<file path="src/fbc_pkg.sv">
// fbc_pkg: constants, types and helper functions for the feistel block cipher
// used by the interfaces, controller, datapath and top level; no dependencies
`default_nettype none

package fbc_pkg;

   localparam int unsigned NUM_ROUNDS = 16;
   localparam int unsigned RND_W      = (NUM_ROUNDS > 1) ? $clog2(NUM_ROUNDS) : 1;
   localparam logic [RND_W-1:0] RND_LAST = RND_W'(NUM_ROUNDS - 1);

   localparam int unsigned WORD_W = 64;
   localparam int unsigned HALF_W = 32;

   localparam logic [WORD_W-1:0] MUL_CONST = 64'h7FEF7FEF7FEF7FEF;
   localparam logic [WORD_W-1:0] KS_CONST  = 64'h123456789ABCDEF0;

   localparam int unsigned ROT_IN  = 7;
   localparam int unsigned ROT_KEY = 13;
   localparam int unsigned ROT_OUT = 17;
   localparam int unsigned ROT_KS0 = 11;
   localparam int unsigned ROT_KS1 = 23;

   localparam int unsigned CSR_IDX_W = 3;
   localparam logic [CSR_IDX_W-1:0] REG_CIPHER_KEY = 3'd0;
   localparam logic [CSR_IDX_W-1:0] REG_IV_LEFT    = 3'd1;
   localparam logic [CSR_IDX_W-1:0] REG_IV_RIGHT   = 3'd2;
   localparam logic [CSR_IDX_W-1:0] REG_DIRECTION  = 3'd3;
   localparam logic [CSR_IDX_W-1:0] REG_CHAINING   = 3'd4;

   typedef enum logic [1:0] {
      ST_KEYGEN,
      ST_IDLE,
      ST_ROUND,
      ST_FINISH
   } fsm_state_type;

   typedef enum logic [1:0] {
      PH_MIX,
      PH_MUL_LO,
      PH_MUL_HI,
      PH_MUL_X
   } phase_type;

   typedef struct packed {
      logic             req_ready;
      logic             kg_step;
      logic             round_en;
      phase_type        phase;
      logic [RND_W-1:0] idx;
      logic             out_load;
   } ctrl_cmd_type;

   typedef struct packed {
      logic req_valid;
      logic key_write;
      logic key_weak;
      logic out_free;
   } dp_status_type;

   function automatic logic [WORD_W-1:0] rotl(input logic [WORD_W-1:0] x,
                                              input int unsigned k);
      return (x << k) | (x >> (WORD_W - k));
   endfunction

endpackage

`default_nettype wire

</file>
<file path="src/fbc_if.sv">
// fbc_if: handshake channel interfaces for request, response and csr writes
// depends on fbc_pkg for field widths
`default_nettype none

interface fbc_req_if;
   import fbc_pkg::*;
   logic              valid;
   logic              ready;
   logic [WORD_W-1:0] data_left;
   logic [WORD_W-1:0] data_right;
   logic              first_block;

   modport source (output valid, output data_left, output data_right,
                   output first_block, input ready);
   modport sink (input valid, input data_left, input data_right,
                 input first_block, output ready);
endinterface

interface fbc_rsp_if;
   import fbc_pkg::*;
   logic              valid;
   logic              ready;
   logic [WORD_W-1:0] out_left;
   logic [WORD_W-1:0] out_right;
   logic              status;

   modport source (output valid, output out_left, output out_right,
                   output status, input ready);
   modport sink (input valid, input out_left, input out_right,
                 input status, output ready);
endinterface

interface fbc_csr_if;
   import fbc_pkg::*;
   logic                 valid;
   logic                 ready;
   logic [CSR_IDX_W-1:0] reg_index;
   logic [WORD_W-1:0]    wdata;

   modport source (output valid, output reg_index, output wdata, input ready);
   modport sink (input valid, input reg_index, input wdata, output ready);
endinterface

`default_nettype wire

</file>
<file path="src/fbc_ctrl.sv">
// fbc_ctrl: sequencer for key schedule, feistel rounds and result hand-off
// depends on fbc_pkg; drives the datapath through ctrl_cmd_type
`default_nettype none

module fbc_ctrl (
   input  logic                 clock,
   input  logic                 reset,
   input  fbc_pkg::dp_status_type st,
   output fbc_pkg::ctrl_cmd_type  cmd
);
   import fbc_pkg::*;

   fsm_state_type    state_ff, state_in;
   logic [RND_W-1:0] cnt_ff, cnt_in;
   phase_type        ph_ff, ph_in;

   always_ff @(posedge clock) begin
      if (reset) begin
         state_ff <= ST_KEYGEN;
         cnt_ff   <= '0;
         ph_ff    <= PH_MIX;
      end else begin
         state_ff <= state_in;
         cnt_ff   <= cnt_in;
         ph_ff    <= ph_in;
      end
   end

   always_comb begin
      state_in     = state_ff;
      cnt_in       = cnt_ff;
      ph_in        = ph_ff;
      cmd          = '0;
      cmd.phase    = ph_ff;
      cmd.idx      = cnt_ff;
      unique case (state_ff)
         ST_KEYGEN: begin
            cmd.kg_step = 1'b1;
            if (cnt_ff == RND_LAST) begin
               state_in = ST_IDLE;
               cnt_in   = '0;
            end else begin
               cnt_in = cnt_ff + 1'b1;
            end
         end
         ST_IDLE: begin
            cmd.req_ready = !st.key_write;
            if (st.req_valid && !st.key_write) begin
               cnt_in = '0;
               ph_in  = PH_MIX;
               state_in = st.key_weak ? ST_FINISH : ST_ROUND;
            end
         end
         ST_ROUND: begin
            cmd.round_en = 1'b1;
            unique case (ph_ff)
               PH_MIX:    ph_in = PH_MUL_LO;
               PH_MUL_LO: ph_in = PH_MUL_HI;
               PH_MUL_HI: ph_in = PH_MUL_X;
               PH_MUL_X: begin
                  ph_in = PH_MIX;
                  if (cnt_ff == RND_LAST) begin
                     state_in = ST_FINISH;
                     cnt_in   = '0;
                  end else begin
                     cnt_in = cnt_ff + 1'b1;
                  end
               end
               default: ph_in = PH_MIX;
            endcase
         end
         ST_FINISH: begin
            if (st.out_free) begin
               cmd.out_load = 1'b1;
               state_in     = ST_IDLE;
            end
         end
         default: state_in = ST_IDLE;
      endcase
      if (st.key_write) begin
         state_in = ST_KEYGEN;
         cnt_in   = '0;
         ph_in    = PH_MIX;
      end
   end

   assert property (@(posedge clock) disable iff (reset)
      cmd.out_load |-> st.out_free)
      else $error("result loaded while output register still occupied");

   assert property (@(posedge clock) disable iff (reset)
      st.req_valid && cmd.req_ready && !st.key_weak
      |=> state_ff == ST_ROUND && cnt_ff == '0 && ph_ff == PH_MIX)
      else $error("accepted item did not start at first round");

   assert property (@(posedge clock) disable iff (reset)
      state_ff == ST_ROUND && ph_ff == PH_MUL_X && cnt_ff == RND_LAST && !st.key_write
      |=> state_ff == ST_FINISH)
      else $error("last round did not hand off to finish");

   assert property (@(posedge clock) disable iff (reset)
      st.req_valid && cmd.req_ready |-> !cmd.round_en && !cmd.kg_step)
      else $error("item accepted while rounds or key schedule busy");

endmodule

`default_nettype wire

</file>
<file path="src/fbc_datapath.sv">
// fbc_datapath: csr registers, round key store, shared round unit, cbc chain
// and output register; depends on fbc_pkg and fbc_if, commanded by fbc_ctrl
`default_nettype none

module fbc_datapath (
   input  logic                  clock,
   input  logic                  reset,
   fbc_req_if.sink               req_chan,
   fbc_rsp_if.source             rsp_chan,
   fbc_csr_if.sink               csr_chan,
   input  fbc_pkg::ctrl_cmd_type cmd,
   output fbc_pkg::dp_status_type st
);
   import fbc_pkg::*;

   logic [WORD_W-1:0] key_ff, iv_l_ff, iv_r_ff;
   logic              dir_ff, cbc_ff;
   logic [WORD_W-1:0] kg_p_ff, kg_add_ff;
   logic [WORD_W-1:0] rk_ff [NUM_ROUNDS];
   logic [WORD_W-1:0] a_ff, b_ff, v_ff, acc_ff;
   logic [WORD_W-1:0] cin_l_ff, cin_r_ff;
   logic              item_dec_ff, item_cbc_ff, item_weak_ff;
   logic [WORD_W-1:0] chain_l_ff, chain_r_ff;
   logic              rsp_valid_ff;
   logic [WORD_W-1:0] out_l_ff, out_r_ff;
   logic              out_st_ff;

   logic              csr_we, accept, key_weak, reload_chain;
   logic [WORD_W-1:0] kg_t, rk_sel, chain_l_eff, chain_r_eff;
   logic [WORD_W-1:0] res_l, res_r, mix_sum;
   logic [RND_W-1:0]  key_idx;
   logic [HALF_W-1:0] mul_a, mul_b;
   logic [WORD_W-1:0] prod;

   assign csr_chan.ready = 1'b1;
   assign csr_we         = csr_chan.valid;
   assign req_chan.ready = cmd.req_ready;
   assign accept         = req_chan.valid && cmd.req_ready;
   assign key_weak       = (key_ff == '0) || (key_ff == '1);

   assign st.req_valid = req_chan.valid;
   assign st.key_write = csr_we && (csr_chan.reg_index == REG_CIPHER_KEY);
   assign st.key_weak  = key_weak;
   assign st.out_free  = !rsp_valid_ff || rsp_chan.ready;

   assign rsp_chan.valid     = rsp_valid_ff;
   assign rsp_chan.out_left  = out_l_ff;
   assign rsp_chan.out_right = out_r_ff;
   assign rsp_chan.status    = out_st_ff;

   // key schedule step
   assign kg_t = (rotl(kg_p_ff, ROT_KS0) ^ rotl(kg_p_ff, ROT_KS1)) + kg_add_ff;

   assign key_idx = item_dec_ff ? (RND_LAST - cmd.idx) : cmd.idx;
   assign rk_sel  = rk_ff[key_idx];

   assign reload_chain = cbc_ff && req_chan.first_block;
   assign chain_l_eff  = reload_chain ? iv_l_ff : chain_l_ff;
   assign chain_r_eff  = reload_chain ? iv_r_ff : chain_r_ff;

   // shared 32x32 multiplier for the 64-bit product mod 2^64
   always_comb begin
      unique case (cmd.phase)
         PH_MIX: begin
            mul_a = v_ff[HALF_W-1:0];
            mul_b = MUL_CONST[HALF_W-1:0];
         end
         PH_MUL_LO: begin
            mul_a = v_ff[HALF_W-1:0];
            mul_b = MUL_CONST[HALF_W-1:0];
         end
         PH_MUL_HI: begin
            mul_a = v_ff[WORD_W-1:HALF_W];
            mul_b = MUL_CONST[HALF_W-1:0];
         end
         PH_MUL_X: begin
            mul_a = v_ff[HALF_W-1:0];
            mul_b = MUL_CONST[WORD_W-1:HALF_W];
         end
         default: begin
            mul_a = v_ff[HALF_W-1:0];
            mul_b = MUL_CONST[HALF_W-1:0];
         end
      endcase
   end

   assign prod    = WORD_W'(mul_a) * WORD_W'(mul_b);
   assign mix_sum = {acc_ff[WORD_W-1:HALF_W] + prod[HALF_W-1:0], acc_ff[HALF_W-1:0]};

   // after the last round the halves swap
   assign res_l = b_ff;
   assign res_r = a_ff;

   always_ff @(posedge clock) begin
      if (reset) begin
         key_ff       <= '0;
         iv_l_ff      <= '0;
         iv_r_ff      <= '0;
         dir_ff       <= 1'b0;
         cbc_ff       <= 1'b1;
         kg_p_ff      <= '0;
         kg_add_ff    <= '0;
         chain_l_ff   <= '0;
         chain_r_ff   <= '0;
         rsp_valid_ff <= 1'b0;
      end else begin
         if (st.key_write) begin
            kg_p_ff   <= csr_chan.wdata;
            kg_add_ff <= '0;
         end else if (cmd.kg_step) begin
            kg_p_ff   <= kg_t;
            kg_add_ff <= kg_add_ff + KS_CONST;
         end
         if (csr_we) begin
            unique case (csr_chan.reg_index)
               REG_CIPHER_KEY: key_ff  <= csr_chan.wdata;
               REG_IV_LEFT:    iv_l_ff <= csr_chan.wdata;
               REG_IV_RIGHT:   iv_r_ff <= csr_chan.wdata;
               REG_DIRECTION:  dir_ff  <= csr_chan.wdata[0];
               REG_CHAINING:   cbc_ff  <= csr_chan.wdata[0];
               default: ;
            endcase
         end
         if (accept && !key_weak && reload_chain) begin
            chain_l_ff <= iv_l_ff;
            chain_r_ff <= iv_r_ff;
         end
         if (cmd.out_load && !item_weak_ff && item_cbc_ff) begin
            if (item_dec_ff) begin
               chain_l_ff <= cin_l_ff;
               chain_r_ff <= cin_r_ff;
            end else begin
               chain_l_ff <= res_l;
               chain_r_ff <= res_r;
            end
         end
         if (cmd.out_load) begin
            rsp_valid_ff <= 1'b1;
         end else if (rsp_chan.ready) begin
            rsp_valid_ff <= 1'b0;
         end
      end
   end

   always_ff @(posedge clock) begin
      if (cmd.kg_step) begin
         rk_ff[cmd.idx] <= kg_t;
      end
      if (accept) begin
         item_dec_ff  <= dir_ff;
         item_cbc_ff  <= cbc_ff;
         item_weak_ff <= key_weak;
         cin_l_ff     <= req_chan.data_left;
         cin_r_ff     <= req_chan.data_right;
         if (cbc_ff && !dir_ff) begin
            a_ff <= req_chan.data_left ^ chain_l_eff;
            b_ff <= req_chan.data_right ^ chain_r_eff;
         end else begin
            a_ff <= req_chan.data_left;
            b_ff <= req_chan.data_right;
         end
      end else if (cmd.round_en) begin
         unique case (cmd.phase)
            PH_MIX:    v_ff <= rotl(rotl(b_ff, ROT_IN) ^ rk_sel, ROT_KEY);
            PH_MUL_LO: acc_ff <= prod;
            PH_MUL_HI: acc_ff[WORD_W-1:HALF_W] <= acc_ff[WORD_W-1:HALF_W] + prod[HALF_W-1:0];
            PH_MUL_X: begin
               a_ff <= b_ff;
               b_ff <= a_ff ^ rotl(mix_sum, ROT_OUT);
            end
            default: ;
         endcase
      end
      if (cmd.out_load) begin
         if (item_weak_ff) begin
            out_l_ff  <= '0;
            out_r_ff  <= '0;
            out_st_ff <= 1'b1;
         end else if (item_cbc_ff && item_dec_ff) begin
            out_l_ff  <= res_l ^ chain_l_ff;
            out_r_ff  <= res_r ^ chain_r_ff;
            out_st_ff <= 1'b0;
         end else begin
            out_l_ff  <= res_l;
            out_r_ff  <= res_r;
            out_st_ff <= 1'b0;
         end
      end
   end

endmodule

`default_nettype wire

</file>
<file path="src/feistel_block_cipher_cbc.sv">
// feistel_block_cipher_cbc: 128-bit feistel cipher, 64-bit key, ecb or cbc chaining
// each round is a mix step, then three passes of one shared 32x32 multiplier (mul_lo, mul_hi,
// mul_x); a weak key skips the rounds and gives a zero result with status set
// one item at a time: the next is taken only once the result is in the output register
// reset (sync, high) clears key, ivs, direction and chain and selects cbc, then the key schedule
// builds the NUM_ROUNDS round keys, as after every cipher_key write; no item is taken meanwhile
`default_nettype none

module feistel_block_cipher_cbc (
   input  logic      clock,
   input  logic      reset,
   fbc_req_if.sink   req_chan,
   fbc_rsp_if.source rsp_chan,
   fbc_csr_if.sink   csr_chan
);
   import fbc_pkg::*;

   ctrl_cmd_type  cmd;
   dp_status_type st;

   fbc_ctrl u_ctrl (
      .clock (clock),
      .reset (reset),
      .st    (st),
      .cmd   (cmd)
   );

   fbc_datapath u_datapath (
      .clock    (clock),
      .reset    (reset),
      .req_chan (req_chan),
      .rsp_chan (rsp_chan),
      .csr_chan (csr_chan),
      .cmd      (cmd),
      .st       (st)
   );

endmodule

`default_nettype wire
</file>
<file path="src/flat_wrapper.sv">
// flat-port wrapper written by rule: the top's interface ports become plain ports
module feistel_block_cipher_cbc_flat import fbc_pkg::*;
  (clock, reset, req_chan_valid, req_chan_data_left, req_chan_data_right, req_chan_first_block, req_chan_ready, rsp_chan_valid, rsp_chan_out_left, rsp_chan_out_right, rsp_chan_status, rsp_chan_ready, csr_chan_valid, csr_chan_reg_index, csr_chan_wdata, csr_chan_ready);
  fbc_req_if req_chan_i ();
  fbc_rsp_if rsp_chan_i ();
  fbc_csr_if csr_chan_i ();
  input  logic clock;
  input  logic reset;
  input wire logic [$bits(req_chan_i.valid)-1:0] req_chan_valid;
  input wire logic [$bits(req_chan_i.data_left)-1:0] req_chan_data_left;
  input wire logic [$bits(req_chan_i.data_right)-1:0] req_chan_data_right;
  input wire logic [$bits(req_chan_i.first_block)-1:0] req_chan_first_block;
  output wire logic [$bits(req_chan_i.ready)-1:0] req_chan_ready;
  output wire logic [$bits(rsp_chan_i.valid)-1:0] rsp_chan_valid;
  output wire logic [$bits(rsp_chan_i.out_left)-1:0] rsp_chan_out_left;
  output wire logic [$bits(rsp_chan_i.out_right)-1:0] rsp_chan_out_right;
  output wire logic [$bits(rsp_chan_i.status)-1:0] rsp_chan_status;
  input wire logic [$bits(rsp_chan_i.ready)-1:0] rsp_chan_ready;
  input wire logic [$bits(csr_chan_i.valid)-1:0] csr_chan_valid;
  input wire logic [$bits(csr_chan_i.reg_index)-1:0] csr_chan_reg_index;
  input wire logic [$bits(csr_chan_i.wdata)-1:0] csr_chan_wdata;
  output wire logic [$bits(csr_chan_i.ready)-1:0] csr_chan_ready;
  assign req_chan_i.valid = req_chan_valid;
  assign req_chan_i.data_left = req_chan_data_left;
  assign req_chan_i.data_right = req_chan_data_right;
  assign req_chan_i.first_block = req_chan_first_block;
  assign req_chan_ready = req_chan_i.ready;
  assign rsp_chan_valid = rsp_chan_i.valid;
  assign rsp_chan_out_left = rsp_chan_i.out_left;
  assign rsp_chan_out_right = rsp_chan_i.out_right;
  assign rsp_chan_status = rsp_chan_i.status;
  assign rsp_chan_i.ready = rsp_chan_ready;
  assign csr_chan_i.valid = csr_chan_valid;
  assign csr_chan_i.reg_index = csr_chan_reg_index;
  assign csr_chan_i.wdata = csr_chan_wdata;
  assign csr_chan_ready = csr_chan_i.ready;
  feistel_block_cipher_cbc u_core (.clock(clock), .reset(reset), .req_chan(req_chan_i), .rsp_chan(rsp_chan_i), .csr_chan(csr_chan_i));
endmodule
</file>
<file path="config.mk">
export PLATFORM = sky130hd
export DESIGN_NAME = feistel_block_cipher_cbc_flat
export DESIGN_NICKNAME = d
export VERILOG_FILES = /design/src/fbc_pkg.sv /design/src/fbc_if.sv /design/src/fbc_ctrl.sv /design/src/fbc_datapath.sv /design/src/feistel_block_cipher_cbc.sv /design/src/flat_wrapper.sv
export SDC_FILE = /design/constraint.sdc
export NUM_CORES = 2
export LEC_CHECK = 0
export ABC_AREA = 1
export BUFFER_PORTS_ARGS = -buffer_cell sky130_fd_sc_hd__buf_2
export CAP_MARGIN = 40
export CORE_AREA = 2 2 543 545
export DETAILED_ROUTE_END_ITERATION = 10
export DIE_AREA = 0 0 545 547
export GPL_TIMING_DRIVEN = 0
export PLACE_DENSITY = 0.59
export SETUP_SLACK_MARGIN = 0.02
export SLEW_MARGIN = 20
export SYNTH_ARGS = -nofsm -noshare
export SYNTH_HDL_FRONTEND = slang
export SYNTH_HIERARCHICAL = 1
export SYNTH_SLANG_ARGS = --single-unit
</file>
<file path="constraint.sdc">
create_clock -name clock -period 20.1 [get_ports clock]
set_input_delay 1.005 -clock clock [delete_from_list [all_inputs] [get_ports clock]]
set_output_delay 1.005 -clock clock [all_outputs]
set_load 0.02 [all_outputs]
</file>
==> flow_summary.toml <==
[logic_synthesis]
synth_fa_ha_area_frac = 0.143
synth_top_cells_by_count = "nand2_1, inv_1, edfxtp_1, nand3_1, nor2_1"
synth-simple-area-share = 0.193
syn_inst = 12622
synthesis.area_um2 = 116000
synth_flop_cell = "edfxtp_1"
yosysMostFrequentCell = "nand2_1"
yosysUniqueCellTypes = 61
synth_edf_count = 1540
synthTopCellsByArea = "edfxtp_1, fa_1, nand2_1"
synth_top_area_share = 0.397
synth_xor_area_frac = 0.0376
synth_top_family_by_area = "simple AND/OR/NAND/NOR gates"
synth_area_per_cell_um2 = 9.23
syn-num-nets = 13802
async_flop_share = 0
synth_top_area_cell = "edfxtp_1"
synth-compound-area-share = 0.0768
ys_seq_elements = 1995
seq_area_frac_synth = 0.475
yosys_warnings = 6
synth.area.mux_share = 0.000344

[timing]
slew_headroom = 0.334
final_max_slew_viol_count = 0
worst_clock_skew_ns = 0.150
fin_crit_sh = 0.599
finalSetupTns_ns = 0
tightestPinTransition_ns = 0.995
hold_viol_final = 0
setup_viol = 0
min_period_ns = 12.04
rsz0062_at_grt = "false"
max_freq_mhz = 83.1

[grt]
top_usage_layer = "met2"
grt_max_degree = 97
antenna_found_initial = 51
grt_pass1_wl_um = 687000
grt_pass1_vias = 91295
grtUsageTotal = 0.327
met2_usage = 0.487
grt.overflow.total = 0
grtUsageMet3 = 0.0773
grtUsageMet1 = 0.441

[route]
viasPerCell = 5.54
route.detailed.drc = 0
dr.first_iter.drc_count = 12934
ant_nets = 0
drt_pass1_iterations = 6
dr_total_vias = 97230
wire_per_inst_um = 28.3
routed_wl_um = 496000

[setup_path]
crit_type = "reg -> reg"
ff2ff_setup_slack_ns = 8.06
path_max_fanout = 10
timing.rr.end = "u_core/u_datapath/b_ff[14]$_DFFE_PP_"
path_common_cell = "inv_1"
arrival_ns = 12.69
critPathLaunchType = "flop"
cp-end-kind = "flop"
slowest_stage = "fa_1"
reg2regPathDepth = 36
max_stage_delay_ns = 0.87
required_ns = 20.75
r2r_start = "u_core/u_ctrl/ph_ff[0]$_SDFFE_PP0P_"

[worst_hold_path]
min_path_type = "in -> reg"
hold_start = "req_chan_data_left[21]"
hold_path_depth = 1
hold_end = "u_core/u_datapath/cin_l_ff[21]$_DFFE_PP_"

[cts]
clk_pin_slew_ns = 0.07
hold_buffers = 0
clk_latency_ns = 0.96
ctsResizeCount = 0
cts.sinks = 1995
ctsHtreeMaxLevel = 4
numCtsBuffers = 222
cts_root_buffer = "clkbuf_16"
cts_setup_buffers = 0
cts_tree = "done"
cts_buffer_depth = 4

[final_layout]
drive_gt1_frac = 0.0992
post-route-cell-area_um2 = 134000
syn_to_final_growth_pct = 14.8
multi_input_area_um2 = 52900
postLayoutCoreUtil = 0.457
seq_area_um2 = 55400
layout.nets = 14582
fillers = 28393

[floorplan]
num_rows = 199
initial_core_util = 0.398
die_area_um2 = 298000
fp.dieH_um = 547
io_pins = 333
core-area_um2 = 293000
fp.dieW_um = 545

[placed_design]
hpwl_um = 399000
place.gp.congestion = 1.07
placed_cell_area_um2 = 126000
io_buffers = 331

[run]
cap_violations = 0

[status]
outcome = "complete, no violations"
==> cell type report <==
type | count | area share
timing repair buffer | 556 | 0.0333
clock inverter | 126 | 0.0104
multi-input combinational | 8470 | 0.395
buffer | 563 | 0.0203
antenna | 35 | 0.000655
clock buffer | 283 | 0.0448
tap | 3919 | 0.0367
sequential | 1995 | 0.414
inverter | 1594 | 0.0448
==> critical path, delay by kind of cell, from the launching register on <==
| kind | cells | cell delay [ns] |
|---|---|---|
| flip-flops | 1 | 0.45 |
| adder cells (fa/ha/maj) | 11 | 5.57 |
| AO/OA/AOI/OAI | 6 | 1.74 |
| XOR/XNOR | 1 | 0.77 |
| buffers and inverters | 11 | 1.66 |
| AND/OR/NAND/NOR | 7 | 1.62 |
==> layer usage <==
| metal | wire [µm] | part of all wire |
|---|---|---|
| met3 | 53400 | 0.11 |
| met5 | 128 | 0.00026 |
| met1 | 198000 | 0.40 |
| met4 | 29700 | 0.060 |
| met2 | 215000 | 0.43 |
==> layout by cell type (no fill, tap or decap), types with 65 or more instances in the layout <==
master and count:
o21ai_0 798, clkbuf_1 288, buf_4 103, nand4_1 65, o22ai_1 75, buf_2 534, nand2_1 2606, buf_6 110
a21oi_1 585, ha_1 396, clkbuf_16 225, dfxtp_1 455, nor2_1 981, fa_1 583, nand3_1 1397, inv_1 1562
xor2_1 430, edfxtp_1 1540
==> state kept, by name, indices dropped and copies added (netlist names), 64 cells and up <==
signal	cells
u_core/u_datapath/a_ff	64
u_core/u_datapath/acc_ff	64
u_core/u_datapath/b_ff	64
u_core/u_datapath/chain_l_ff	64
u_core/u_datapath/chain_r_ff	64
u_core/u_datapath/cin_l_ff	64
u_core/u_datapath/cin_r_ff	64
u_core/u_datapath/iv_l_ff	64
u_core/u_datapath/iv_r_ff	64
u_core/u_datapath/key_ff	64
u_core/u_datapath/kg_p_ff	64
u_core/u_datapath/rk_ff	1024
u_core/u_datapath/rsp_chan.out_left	64
u_core/u_datapath/rsp_chan.out_right	64
u_core/u_datapath/v_ff	64
==> cell families after synthesis <==
logic type,after synthesis
compound gates,1682
fa+ha+maj,979
simple gates,5309
flops,1995
xor+xnor,495
other cells,1
buf+inv,2157
mux,4
==> stage by stage <==
step / hold slack [ns] / setup WS [ns] / std cells
2_1_floorplan: 0.408 / 11.05 / 12622
3_3_place_gp: 0.424 / 6.15 / 16872
3_5_place_dp: 0.424 / 8.24 / 17078
4_1_cts: 0.206 / 8.21 / 17487
5_1_grt: 0.258 / 7.82 / 17524
6_report: 0.280 / 8.06 / 17541
==> worst max path at each step <==
stage | start | end | slack [ns] | cells past startpoint
final | u_core/u_ctrl/ph_ff[0]$_SDFFE_PP0P_ | u_core/u_datapath/b_ff[14]$_DFFE_PP_ | 8.06 | 36
after global routing | u_core/u_ctrl/ph_ff[1]$_SDFFE_PP0P_ | u_core/u_datapath/b_ff[12]$_DFFE_PP_ | 7.82 | 40
after CTS | u_core/u_ctrl/ph_ff[0]$_SDFFE_PP0P_ | u_core/u_datapath/b_ff[15]$_DFFE_PP_ | 8.21 | 39
after detailed placement | u_core/u_ctrl/ph_ff[0]$_SDFFE_PP0P_ | u_core/u_datapath/b_ff[15]$_DFFE_PP_ | 8.24 | 39
after global placement | csr_chan_valid | u_core/u_datapath/b_ff[49]$_DFFE_PP_ | 6.15 | 13
after floorplan | u_core/u_ctrl/ph_ff[0]$_SDFFE_PP0P_ | u_core/u_datapath/b_ff[14]$_DFFE_PP_ | 11.05 | 37
Power is not shown: default switching activity piles up to over one toggle a cycle in this logic, so the estimate is an artifact.
